===== config.mk =====
export PLATFORM = sky130hd
export DESIGN_NAME = aarch64_logical_immediate_encoder
export DESIGN_NICKNAME = d
export VERILOG_FILES = /design/src/rtl/core/a64_limm_pkg.sv /design/src/rtl/core/aarch64_logical_immediate_encoder.sv
export SDC_FILE = /design/constraint.sdc
export NUM_CORES = 1
export LEC_CHECK = 0
export BUFFER_PORTS_ARGS = -buffer_cell sky130_fd_sc_hd__buf_2
export CELL_PAD_IN_SITES_DETAIL_PLACEMENT = 0
export CELL_PAD_IN_SITES_GLOBAL_PLACEMENT = 2
export CORE_MARGIN = 5
export CORE_UTILIZATION = 43
export CTS_CLUSTER_DIAMETER = 200
export DETAILED_ROUTE_END_ITERATION = 16
export PLACE_DENSITY_LB_ADDON = 0.12
export SYNTH_ARGS = -nofsm -noshare
export SYNTH_HDL_FRONTEND = slang
export SYNTH_SLANG_ARGS = --single-unit

===== constraint.sdc =====
create_clock -name clk -period 12.2 [get_ports clk]
set_input_delay 1.22 -clock clk [delete_from_list [all_inputs] [get_ports clk]]
set_output_delay 1.22 -clock clk [all_outputs]
set_load 0.005 [all_outputs]

===== src/rtl/core/a64_limm_pkg.sv =====
// ----------------------------------------------------------------------------
// AArch64 logical-immediate encoder package
// Field widths, the instruction class code and bit-scan helpers shared by the
// encoder pipeline.
// ----------------------------------------------------------------------------
package a64_limm_pkg;

	localparam int unsigned IMM_W     = 64;
	localparam int unsigned OP_W      = 2;
	localparam int unsigned REG_W     = 5;
	localparam int unsigned FIELD_W   = 6;
	localparam int unsigned WORD_W    = 32;
	localparam int unsigned SIZE_W    = 7;
	localparam int unsigned IN_DATA_W  = 80;
	localparam int unsigned OUT_DATA_W = 48;

	localparam logic [5:0] LOGIC_IMM_CLASS = 6'h24;

	typedef logic [SIZE_W-1:0] size_t;

	function automatic logic is_run(input logic [IMM_W-1:0] x);
		logic [IMM_W-1:0] filled;
		filled = (x - 64'd1) | x;
		return (x != '0) && (((filled + 64'd1) & filled) == '0);
	endfunction

	function automatic size_t trail_zeros(input logic [IMM_W-1:0] x);
		size_t c;
		c = size_t'(IMM_W);
		for (int i = IMM_W - 1; i >= 0; i--) begin
			if (x[i]) begin
				c = size_t'(i);
			end
		end
		return c;
	endfunction

	function automatic size_t top_bit_plus1(input logic [IMM_W-1:0] x);
		size_t c;
		c = '0;
		for (int i = 0; i < IMM_W; i++) begin
			if (x[i]) begin
				c = size_t'(i + 1);
			end
		end
		return c;
	endfunction

	// The count is summed as a balanced tree of pairwise adds.
	function automatic size_t ones_cnt(input logic [IMM_W-1:0] x);
		size_t lvl [IMM_W];
		for (int i = 0; i < IMM_W; i++) begin
			lvl[i] = size_t'(x[i]);
		end
		for (int w = int'(IMM_W / 2); w >= 1; w = w >> 1) begin
			for (int i = 0; i < w; i++) begin
				lvl[i] = lvl[2*i] + lvl[2*i+1];
			end
		end
		return lvl[0];
	endfunction

endpackage


===== src/rtl/core/aarch64_logical_immediate_encoder.sv =====
// ----------------------------------------------------------------------------
// AArch64 logical-immediate encoder
// Checks a 64-bit value for a bitmask immediate and builds N, immr, imms and
// the logical-immediate instruction word in a four-stage pipeline.
// ----------------------------------------------------------------------------
//  Channel  Direction  Payload
//  s_axis   in         immediate, reg_wide, logic_op, dest_reg, src_reg
//  m_axis   out        encodable, n_bit, rotate_amount, size_and_length,
//                      instruction_word
//
// One beat per cycle while m_axis_tready is high; a stall at the output holds the stages.
// Stage 1 finds the element size, stage 2 tests the run, stage 3 scans the
// run position and length, stage 4 builds the fields and the word.
// Each stage holds its beat while the next one is full, so bubbles close up.
// Reset clears only the stage valid bits.
// ----------------------------------------------------------------------------
module aarch64_logical_immediate_encoder
	import a64_limm_pkg::*;
(
	input  logic                  clk,
	input  logic                  arst_n,
	input  logic                  s_axis_tvalid,
	output logic                  s_axis_tready,
	// immediate[63:0], reg_wide[64], logic_op[66:65], dest_reg[71:67],
	// src_reg[76:72], zero fill above.
	input  logic [IN_DATA_W-1:0]  s_axis_tdata,
	output logic                  m_axis_tvalid,
	input  logic                  m_axis_tready,
	// encodable[0], n_bit[1], rotate_amount[7:2], size_and_length[13:8],
	// instruction_word[45:14], zero fill above.
	output logic [OUT_DATA_W-1:0] m_axis_tdata
);

	logic ready_s1, ready_s2, ready_s3, ready_s4;
	logic valid_s1, valid_s2, valid_s3, valid_s4;

	logic [IMM_W-1:0] in_imm;
	logic             in_wide;
	logic [OP_W-1:0]  in_op;
	logic [REG_W-1:0] in_rd, in_rn;
	logic [IMM_W-1:0] in_val;
	logic             in_bad;
	size_t            in_size;

	logic [IMM_W-1:0] val_s1;
	logic             bad_s1, wide_s1;
	size_t            size_s1;
	logic [OP_W-1:0]  op_s1;
	logic [REG_W-1:0] rd_s1, rn_s1;

	logic [IMM_W-1:0] el_mask, el_val, el_inv;

	logic [IMM_W-1:0] el_s2, inv_s2;
	logic             run_s2, inv_run_s2, bad_s2, wide_s2;
	size_t            size_s2;
	logic [OP_W-1:0]  op_s2;
	logic [REG_W-1:0] rd_s2, rn_s2;

	logic             ok_s3, wide_s3;
	size_t            rot_s3, ones_s3, size_s3;
	logic [OP_W-1:0]  op_s3;
	logic [REG_W-1:0] rd_s3, rn_s3;

	size_t            size_m1, immr_full;
	logic [6:0]       imms_full;
	logic [FIELD_W-1:0] immr_c, imms_c;
	logic             n_c;

	logic               ok_s4, n_s4;
	logic [FIELD_W-1:0] immr_s4, imms_s4;
	logic [WORD_W-1:0]  word_s4;

	assign ready_s4 = !valid_s4 || m_axis_tready;
	assign ready_s3 = !valid_s3 || ready_s4;
	assign ready_s2 = !valid_s2 || ready_s3;
	assign ready_s1 = !valid_s1 || ready_s2;
	assign s_axis_tready = ready_s1;

	assign in_imm  = s_axis_tdata[63:0];
	assign in_wide = s_axis_tdata[64];
	assign in_op   = s_axis_tdata[66:65];
	assign in_rd   = s_axis_tdata[71:67];
	assign in_rn   = s_axis_tdata[76:72];

	always_comb begin
		logic narrow_bad, degenerate;
		narrow_bad = !in_wide && (in_imm[63:32] != '0) &&
			!(in_imm[31] && (in_imm[63:32] == '1));
		in_val = in_wide ? in_imm : {32'd0, in_imm[31:0]};
		degenerate = (in_val == '0) ||
			(in_wide ? (in_val == '1) : (in_val[31:0] == '1));
		in_bad = narrow_bad || degenerate;
		if (in_wide && (in_val[31:0] != in_val[63:32])) begin
			in_size = size_t'(64);
		end else if (in_val[15:0] != in_val[31:16]) begin
			in_size = size_t'(32);
		end else if (in_val[7:0] != in_val[15:8]) begin
			in_size = size_t'(16);
		end else if (in_val[3:0] != in_val[7:4]) begin
			in_size = size_t'(8);
		end else if (in_val[1:0] != in_val[3:2]) begin
			in_size = size_t'(4);
		end else begin
			in_size = size_t'(2);
		end
	end

	assign el_mask = {IMM_W{1'b1}} >> (size_t'(IMM_W) - size_s1);
	assign el_val  = val_s1 & el_mask;
	assign el_inv  = ~val_s1 & el_mask;

	assign size_m1   = size_s3 - size_t'(1);
	assign immr_full = (size_s3 - rot_s3) & size_m1;
	assign imms_full = ({~size_m1[5:0], 1'b0} & 7'h7f) | {1'b0, 6'(ones_s3 - size_t'(1))};
	assign immr_c    = immr_full[FIELD_W-1:0];
	assign imms_c    = imms_full[FIELD_W-1:0];
	assign n_c       = !imms_full[6];

	always_ff @(posedge clk or negedge arst_n) begin
		if (!arst_n) begin
			valid_s1 <= 1'b0;
			valid_s2 <= 1'b0;
			valid_s3 <= 1'b0;
			valid_s4 <= 1'b0;
		end else begin
			if (ready_s1) begin
				valid_s1 <= s_axis_tvalid;
			end
			if (ready_s2) begin
				valid_s2 <= valid_s1;
			end
			if (ready_s3) begin
				valid_s3 <= valid_s2;
			end
			if (ready_s4) begin
				valid_s4 <= valid_s3;
			end
		end
	end

	always_ff @(posedge clk) begin
		if (ready_s1 && s_axis_tvalid) begin
			val_s1  <= in_val;
			bad_s1  <= in_bad;
			size_s1 <= in_size;
			wide_s1 <= in_wide;
			op_s1   <= in_op;
			rd_s1   <= in_rd;
			rn_s1   <= in_rn;
		end
		if (ready_s2 && valid_s1) begin
			el_s2      <= el_val;
			inv_s2     <= el_inv;
			run_s2     <= is_run(el_val);
			inv_run_s2 <= is_run(el_inv);
			bad_s2     <= bad_s1;
			size_s2    <= size_s1;
			wide_s2    <= wide_s1;
			op_s2      <= op_s1;
			rd_s2      <= rd_s1;
			rn_s2      <= rn_s1;
		end
		if (ready_s3 && valid_s2) begin
			ok_s3   <= !bad_s2 && (run_s2 || inv_run_s2);
			rot_s3  <= run_s2 ? trail_zeros(el_s2) : top_bit_plus1(inv_s2);
			ones_s3 <= ones_cnt(el_s2);
			size_s3 <= size_s2;
			wide_s3 <= wide_s2;
			op_s3   <= op_s2;
			rd_s3   <= rd_s2;
			rn_s3   <= rn_s2;
		end
		if (ready_s4 && valid_s3) begin
			ok_s4 <= ok_s3;
			if (ok_s3) begin
				n_s4    <= n_c;
				immr_s4 <= immr_c;
				imms_s4 <= imms_c;
				word_s4 <= {wide_s3, op_s3, LOGIC_IMM_CLASS, n_c, immr_c, imms_c,
					rn_s3, rd_s3};
			end else begin
				n_s4    <= 1'b0;
				immr_s4 <= '0;
				imms_s4 <= '0;
				word_s4 <= '0;
			end
		end
	end

	assign m_axis_tvalid = valid_s4;
	assign m_axis_tdata  = {2'b00, word_s4, imms_s4, immr_s4, n_s4, ok_s4};

endmodule

; ---- After elaboration in Yosys (flattened, before gate mapping)
; Cells that the tools add are included.
; Widths: inputs -> output; s select.
[word_totals]
ff_bits = 317
in_bits = 84
output_inout_bits = 50
elab_cells = 299
[op_classes]
n_addsub = 71
eq_ne = 8
shifts = 1
n_mux = 136
n_bitwise = 10
reduce_logical = 35
[op_table]
columns = op, n
row1 = $mux 6, 128
row2 = $and 64x64->64, 4
row3 = $logic_not 64->1, 3
row4 = $add 64x1->64 const B, 2
row5 = $or 64x64->64, 2
row6 = $reduce_bool 64->1, 2
row7 = $sub 64x1->64 const B, 2
row8 = $add 1x1->2, 32
row9 = $eq 32x32->1 const B, 2
row10 = $eq 64x64->1 const B, 1
row11 = $mux 64, 1
row12 = $not 64->64, 1
row13 = $shr 64x7->64 const A, 1
row14 = $add 2x2->3, 16
row15 = $add 3x3->4, 8
row16 = $ne 32x32->1, 1
row17 = $reduce_bool 32->1, 1
row18 = $mux 29, 1
row19 = $add 4x4->5, 4
row20 = $ne 16x16->1, 1
row21 = $add 5x5->6, 2
row22 = $sub 6x1->6 const B, 2
row23 = $logic_and 1x1->1, 11
row24 = $logic_not 1->1, 8
row25 = 18 further kinds, 25

; ---- Longest topological paths before layout
[depth]
ltp_word = 65
ltp_mapped = 21
depth_no_buf = 21

; ---- Least setup slack after synthesis
; No wires, ideal clock.
[synth_path]
path_type = register to register
from = register el_s2[53]
to = register ones_s3[5] (data pin)
setup_time_ps = 258
t_arrival_ps = 5380
path_slack_ps = 6562
path_stages_with_launch = 21
cell_sequence = edfxtp_1 fa_1 inv_1 fa_1 inv_1 fa_1 inv_1 fa_1 inv_1 fa_1 inv_1 fa_1 inv_1 fa_1 fa_1 ha_1 a21o_1 a21oi_1 o21bai_1 a21oi_1 xnor2_1
[synth_between]
elab_chain_cells = 6
[synth_rtl]
columns = item, line
row1 = "start, declared", aarch64_logical_immediate_encoder.sv:53  ; logic [IMM_W-1:0] el_s2, inv_s2;
row2 = "start signal, assigned", aarch64_logical_immediate_encoder.sv:152  ; el_s2 <= el_val;
row3 = $add 1x1->2, a64_limm_pkg.sv:57  ; lvl[i] = lvl[2*i] + lvl[2*i+1];
row4 = $add 2x2->3, a64_limm_pkg.sv:57
row5 = $add 3x3->4, a64_limm_pkg.sv:57
row6 = $add 4x4->5, a64_limm_pkg.sv:57
row7 = $add 5x5->6, a64_limm_pkg.sv:57
row8 = $add 6x6->6, a64_limm_pkg.sv:57
row9 = "end signal, assigned", aarch64_logical_immediate_encoder.sv:166  ; ones_s3 <= ones_cnt(el_s2);
row10 = "end, declared", aarch64_logical_immediate_encoder.sv:60  ; size_t rot_s3, ones_s3, size_s3;
; No other way between the ends.
; A chain may end at the register's enable or synchronous reset.

; ---- Worst setup path in the final report
[layout_path]
from = register size_s1[2]
to = register run_s2 (data pin)
[layout_between]
elab_chain_cells = 9
[layout_rtl]
columns = item, line
row1 = "start, declared", aarch64_logical_immediate_encoder.sv:47  ; size_t size_s1;
row2 = "start signal, assigned", aarch64_logical_immediate_encoder.sv:145  ; size_s1 <= in_size;
row3 = $sub 7x7->7 *, aarch64_logical_immediate_encoder.sv:108  ; assign el_mask = {IMM_W{1'b1}} >> (size_t'(IMM_W) - size_s1);
row4 = $shr 64x7->64 *, aarch64_logical_immediate_encoder.sv:108
row5 = $and 64x64->64 *, aarch64_logical_immediate_encoder.sv:109  ; assign el_val = val_s1 & el_mask;
row6 = $sub 64x1->64, a64_limm_pkg.sv:23  ; filled = (x - 64'd1) | x;
row7 = $or 64x64->64, a64_limm_pkg.sv:23
row8 = $add 64x1->64, a64_limm_pkg.sv:24  ; return (x != '0) && (((filled + 64'd1) & filled) == '0);
row9 = $and 64x64->64, a64_limm_pkg.sv:24
row10 = $logic_not 64->1, a64_limm_pkg.sv:24
row11 = $logic_and 1x1->1 *, a64_limm_pkg.sv:24
row12 = "end signal, assigned", aarch64_logical_immediate_encoder.sv:154  ; run_s2 <= is_run(el_val);
row13 = "end, declared", aarch64_logical_immediate_encoder.sv:54  ; logic run_s2, inv_run_s2, bad_s2, wide_s2;
; Mark *: on every way between the ends. The rest lies on a longest branch, timed or not.

==> flow_summary.rst <==
.. list-table::
   :header-rows: 1

   * - Metric
     - Value
   * - Outcome
     - complete, no violations
   * - Clock-pin slew reported for the worst setup and hold paths after clock tree synthesis
     - roughly 0.06 ns
   * - Actual slew at the worst max-slew pin
     - 1.201 ns
   * - Row count
     - 77
   * - Final hold viol count
     - 0
   * - Arrival time of the worst setup path
     - roughly 7 ns
   * - Largest area contributor in the netlist
     - sky130_fd_sc_hd__edfxtp_1
   * - Most frequent cells in the layout
     - sky130_fd_sc_hd__edfxtp_1, sky130_fd_sc_hd__nor2_1, sky130_fd_sc_hd__inv_1
   * - Gate Count Post-Synth
     - 1917
   * - Post-detailed-routing wire length
     - 62.42 mm
   * - Flip-flop and latch count after synthesis
     - 295
   * - Max VDD drop
     - between 1 and 1.5 mV
   * - Clk buf depth
     - 3
   * - Worst slack, placed
     - 5.928 ns
   * - Largest net degree at the start of global routing
     - 80
   * - Fraction of final layout cells sized beyond drive strength 1
     - 0.1176
   * - Instance area at placement
     - 0.02011 sq mm
   * - Critical path's top delay family
     - simple AND/OR/NAND/NOR gates
   * - Floorplan Core Area
     - ~0.044 sq mm
   * - Slowest-stage cell, CP
     - sky130_fd_sc_hd__edfxtp_1
   * - CP bufs+invs
     - 4
   * - DRC marker count from the first detailed-route iteration
     - around 1400
   * - Area of the mapped netlist
     - 0.01899 sq mm
   * - Leading cell type in the layout, fill and taps excluded
     - sky130_fd_sc_hd__edfxtp_1
   * - Number of cells traversed by the worst register-to-register path
     - 18
   * - Die area
     - 0.04846 sq mm
   * - Most common flop cell mapped by yosys
     - sky130_fd_sc_hd__edfxtp_1
   * - Cell chain of the critical path
     - inv_1, ha_1, inv_1, ha_1, nand2b_1, o32ai_1, nor3b_1, o31ai_2, buf_4, o2111ai_2, buf_4, nor4_1, nor3b_1, a2111oi_0, nand4_1, nor4_1, nand4_1, a2111oi_2
   * - Detailed placement HPWL
     - between 50 and 60 mm
   * - TritonCTS buffer count
     - 31
   * - Worst-case headroom to the max-slew limit
     - 0.1953
   * - Total number of vias
     - 15530
   * - Effective utilization at floorplan
     - 0.4322
   * - Count of buffers inserted at the top-level ports
     - 124
   * - Post-synthesis share of cell area spent on full adders, half adders and majority gates
     - 0.07248
   * - Sum of negative setup slack
     - 0 ns
   * - Total global-route track usage
     - 0.2556
   * - Cell types occupying the most area after synthesis
     - sky130_fd_sc_hd__edfxtp_1, sky130_fd_sc_hd__fa_1, sky130_fd_sc_hd__nor2_1
   * - Post-CTS Hold Fix Bufs
     - 0
   * - Required time reported for the critical path endpoint
     - between 10 and 15 ns
   * - Count of cells resized by post-cts repair
     - 0
   * - CP Max Fanout
     - 15
   * - Fin crit share
     - 0.5266
   * - FMAX
     - 155.6 MHz
   * - Type of the worst min-delay path
     - flip-flop to flip-flop
   * - Dominant combinational cell family by area after synthesis
     - simple AND/OR/NAND/NOR gates
   * - Summed area of non-filler cells in the final layout
     - approximately 0.021 sq mm
   * - Count of flip-flops with a built-in enable after synthesis
     - 291
   * - Final cell count without fillers
     - 2625
   * - Fillcell total
     - 4188
   * - Horiz. Die Dim
     - about 220 um
   * - Layer with the highest usage after global routing
     - met2
   * - Clock network latency to the later pin of the worst-skew pair
     - between 0.5 and 0.6 ns
   * - Final setup violating endpoints
     - 0
   * - Boundary pin count
     - 134
   * - Wire length per cell
     - 23.78 um
   * - Worst-case setup margin in the final layout
     - 5.775 ns
   * - Last weighted congestion value of the routability-driven placer
     - 1.014
   * - Tmin final
     - 6.425 ns
   * - Final Net Count
     - 2172
   * - Power, Total
     - 5.596 mW
   * - Signed area change from the synthesized netlist to the final layout
     - 11.53%
   * - Vias in the first global route
     - 15130
   * - Met2 routing resource usage after global routing
     - 0.4161
   * - Number of vias per cell after detailed routing
     - ~5.9
   * - Global routing met3 resource utilization
     - 0.03174
   * - Pre-antenna DRT Iters
     - 8
   * - Kind of launch point of the worst setup path
     - flip-flop
   * - Share of synthesized area occupied by flip-flops and latches
     - 0.4654
   * - Critical path's largest stage delay
     - 0.65 ns
   * - CTS tree
     - built
   * - Met1 Usage GRT
     - 0.3557
   * - Wire length of the first global-routing pass
     - 93.44 mm
   * - Synth unique cells
     - 89
   * - Detail Route Antenna Nets
     - 0
   * - Unrepaired setup endpoints after global routing
     - no
   * - Area share of the largest cell type after synthesis
     - 0.4602
   * - Leakage power figure
     - 7.967 nW
   * - Count of inserted antenna diode cells
     - 0
   * - Max-cap violations
     - 0
   * - Antenna violations before repair
     - 1
   * - Synth Area in XOR/XNOR
     - 0.03690
   * - Avg Inst Size Synth
     - 9.906 sq um
   * - Share of the core filled with cells
     - 0.4821
   * - Compound-cell area share of the yosys netlist
     - 0.1555
   * - Setup fix buffers added after clock tree synthesis
     - 0
   * - Remaining design rule violation count
     - 0
   * - Critical Path End Type
     - flip-flop
   * - Num Clock Sinks
     - 295
   * - CTS Root Buffer Type
     - sky130_fd_sc_hd__clkbuf_16
   * - Classification of the worst setup path
     - flip-flop to flip-flop
   * - Max-slew violation count
     - 0
   * - Area share of and/or/nand/nor cells after synthesis
     - 0.2088
   * - CP Depth
     - 18
   * - H-tree levels
     - 1
   * - Worst hold path depth
     - 0
   * - Async set-reset flop share out of synthesis
     - 0.01356
   * - Synth Warn #
     - 0
   * - Layout Skew
     - 0.01318 ns
   * - Placed insts
     - 2570
   * - Pwr/cell area
     - ~260 mW/mm^2
   * - Remaining global-route overflow
     - 0
   * - Die Y
     - roughly 220 um
   * - Fin Hold WS
     - 0.4181 ns
   * - Post-synthesis mux area share
     - 0.005403
[flip-flops by register name (all words and copies together) (netlist names), 2 cells and up]
name,count
val_s1,64
el_s2,64
size_s3,5
imms_s4,5
rd_s3,5
size_s2,5
rd_s1,5
rn_s1,5
rot_s3,6
word_s4,17
ones_s3,6
op_s1,2
op_s3,2
rn_s3,5
inv_s2,64
rd_s2,5
op_s2,2
rn_s2,5
immr_s4,5
size_s1,6
[synth_stat cells (11+ instances only)]
library cell / count
sky130_fd_sc_hd__ha_1: 22
sky130_fd_sc_hd__nor3_1: 67
sky130_fd_sc_hd__o211ai_1: 21
sky130_fd_sc_hd__nand2_1: 138
sky130_fd_sc_hd__or3_1: 11
sky130_fd_sc_hd__fa_1: 55
sky130_fd_sc_hd__xor2_1: 12
sky130_fd_sc_hd__a22oi_1: 12
sky130_fd_sc_hd__nor2b_1: 15
sky130_fd_sc_hd__and2_1: 71
sky130_fd_sc_hd__a31oi_1: 18
sky130_fd_sc_hd__o22ai_1: 15
sky130_fd_sc_hd__a211oi_1: 25
sky130_fd_sc_hd__nor2_1: 200
sky130_fd_sc_hd__nand3_1: 48
sky130_fd_sc_hd__nand4_1: 56
sky130_fd_sc_hd__inv_1: 157
sky130_fd_sc_hd__and3_1: 27
sky130_fd_sc_hd__nand2b_1: 23
sky130_fd_sc_hd__o31ai_1: 27
sky130_fd_sc_hd__o21ai_0: 86
sky130_fd_sc_hd__a21oi_1: 95
sky130_fd_sc_hd__buf_4: 24
sky130_fd_sc_hd__nor4_1: 59
sky130_fd_sc_hd__a21o_1: 14
sky130_fd_sc_hd__clkbuf_1: 51
sky130_fd_sc_hd__edfxtp_1: 291
sky130_fd_sc_hd__xnor2_1: 68
[where the power goes]
group / switching, mW / internal, mW
Clock: 0.378 / 0.614
Combinational: 1.63 / 1.40
Sequential: 0.115 / 1.46
[worst paths after layout]
check,from,endpoint,slack [ns]
setup / recovery,size_s1[2],run_s2,5.77
hold / removal,op_s1[0],op_s2[0],0.42
setup reg to reg,size_s1[2],run_s2,5.77
hold reg to reg,op_s1[0],op_s2[0],0.42
max in group asynchronous,arst_n,m_axis_tvalid,11.65
min in group asynchronous,arst_n,valid_s1,0.43
[cells by family after synthesis]
kind of cell,Yosys count
buf+inv,249
xor+xnor,80
other cells,1
compound gates,435
fa+ha+maj,77
flops,295
mux,10
simple gates,770
[cell type report]
| cell class | count | area (sq um) | area share |
|---|---|---|---|
| clock inverters | 16 | 267.8 | 0.01264 |
| flip-flops and latches | 295 | 8838 | 0.4173 |
| inverters | 157 | 589.3 | 0.02783 |
| repair buffers | 148 | 800.8 | 0.03781 |
| clock buffers | 39 | 805.8 | 0.03805 |
| well taps | 592 | 740.7 | 0.03497 |
| multi-input cells | 1378 | 9136 | 0.4314 |
[metal layers]
| layer | up-vias | routed length, um |
|---|---|---|
| met1 | 7491 | 26950 |
| li1 | 7264 | - |
| met3 | 126 | 4252 |
| met2 | 653 | 28830 |
| met4 | 0 | 2382 |
| met5 | - | 0 |
Power figures use the tool's default switching activity.
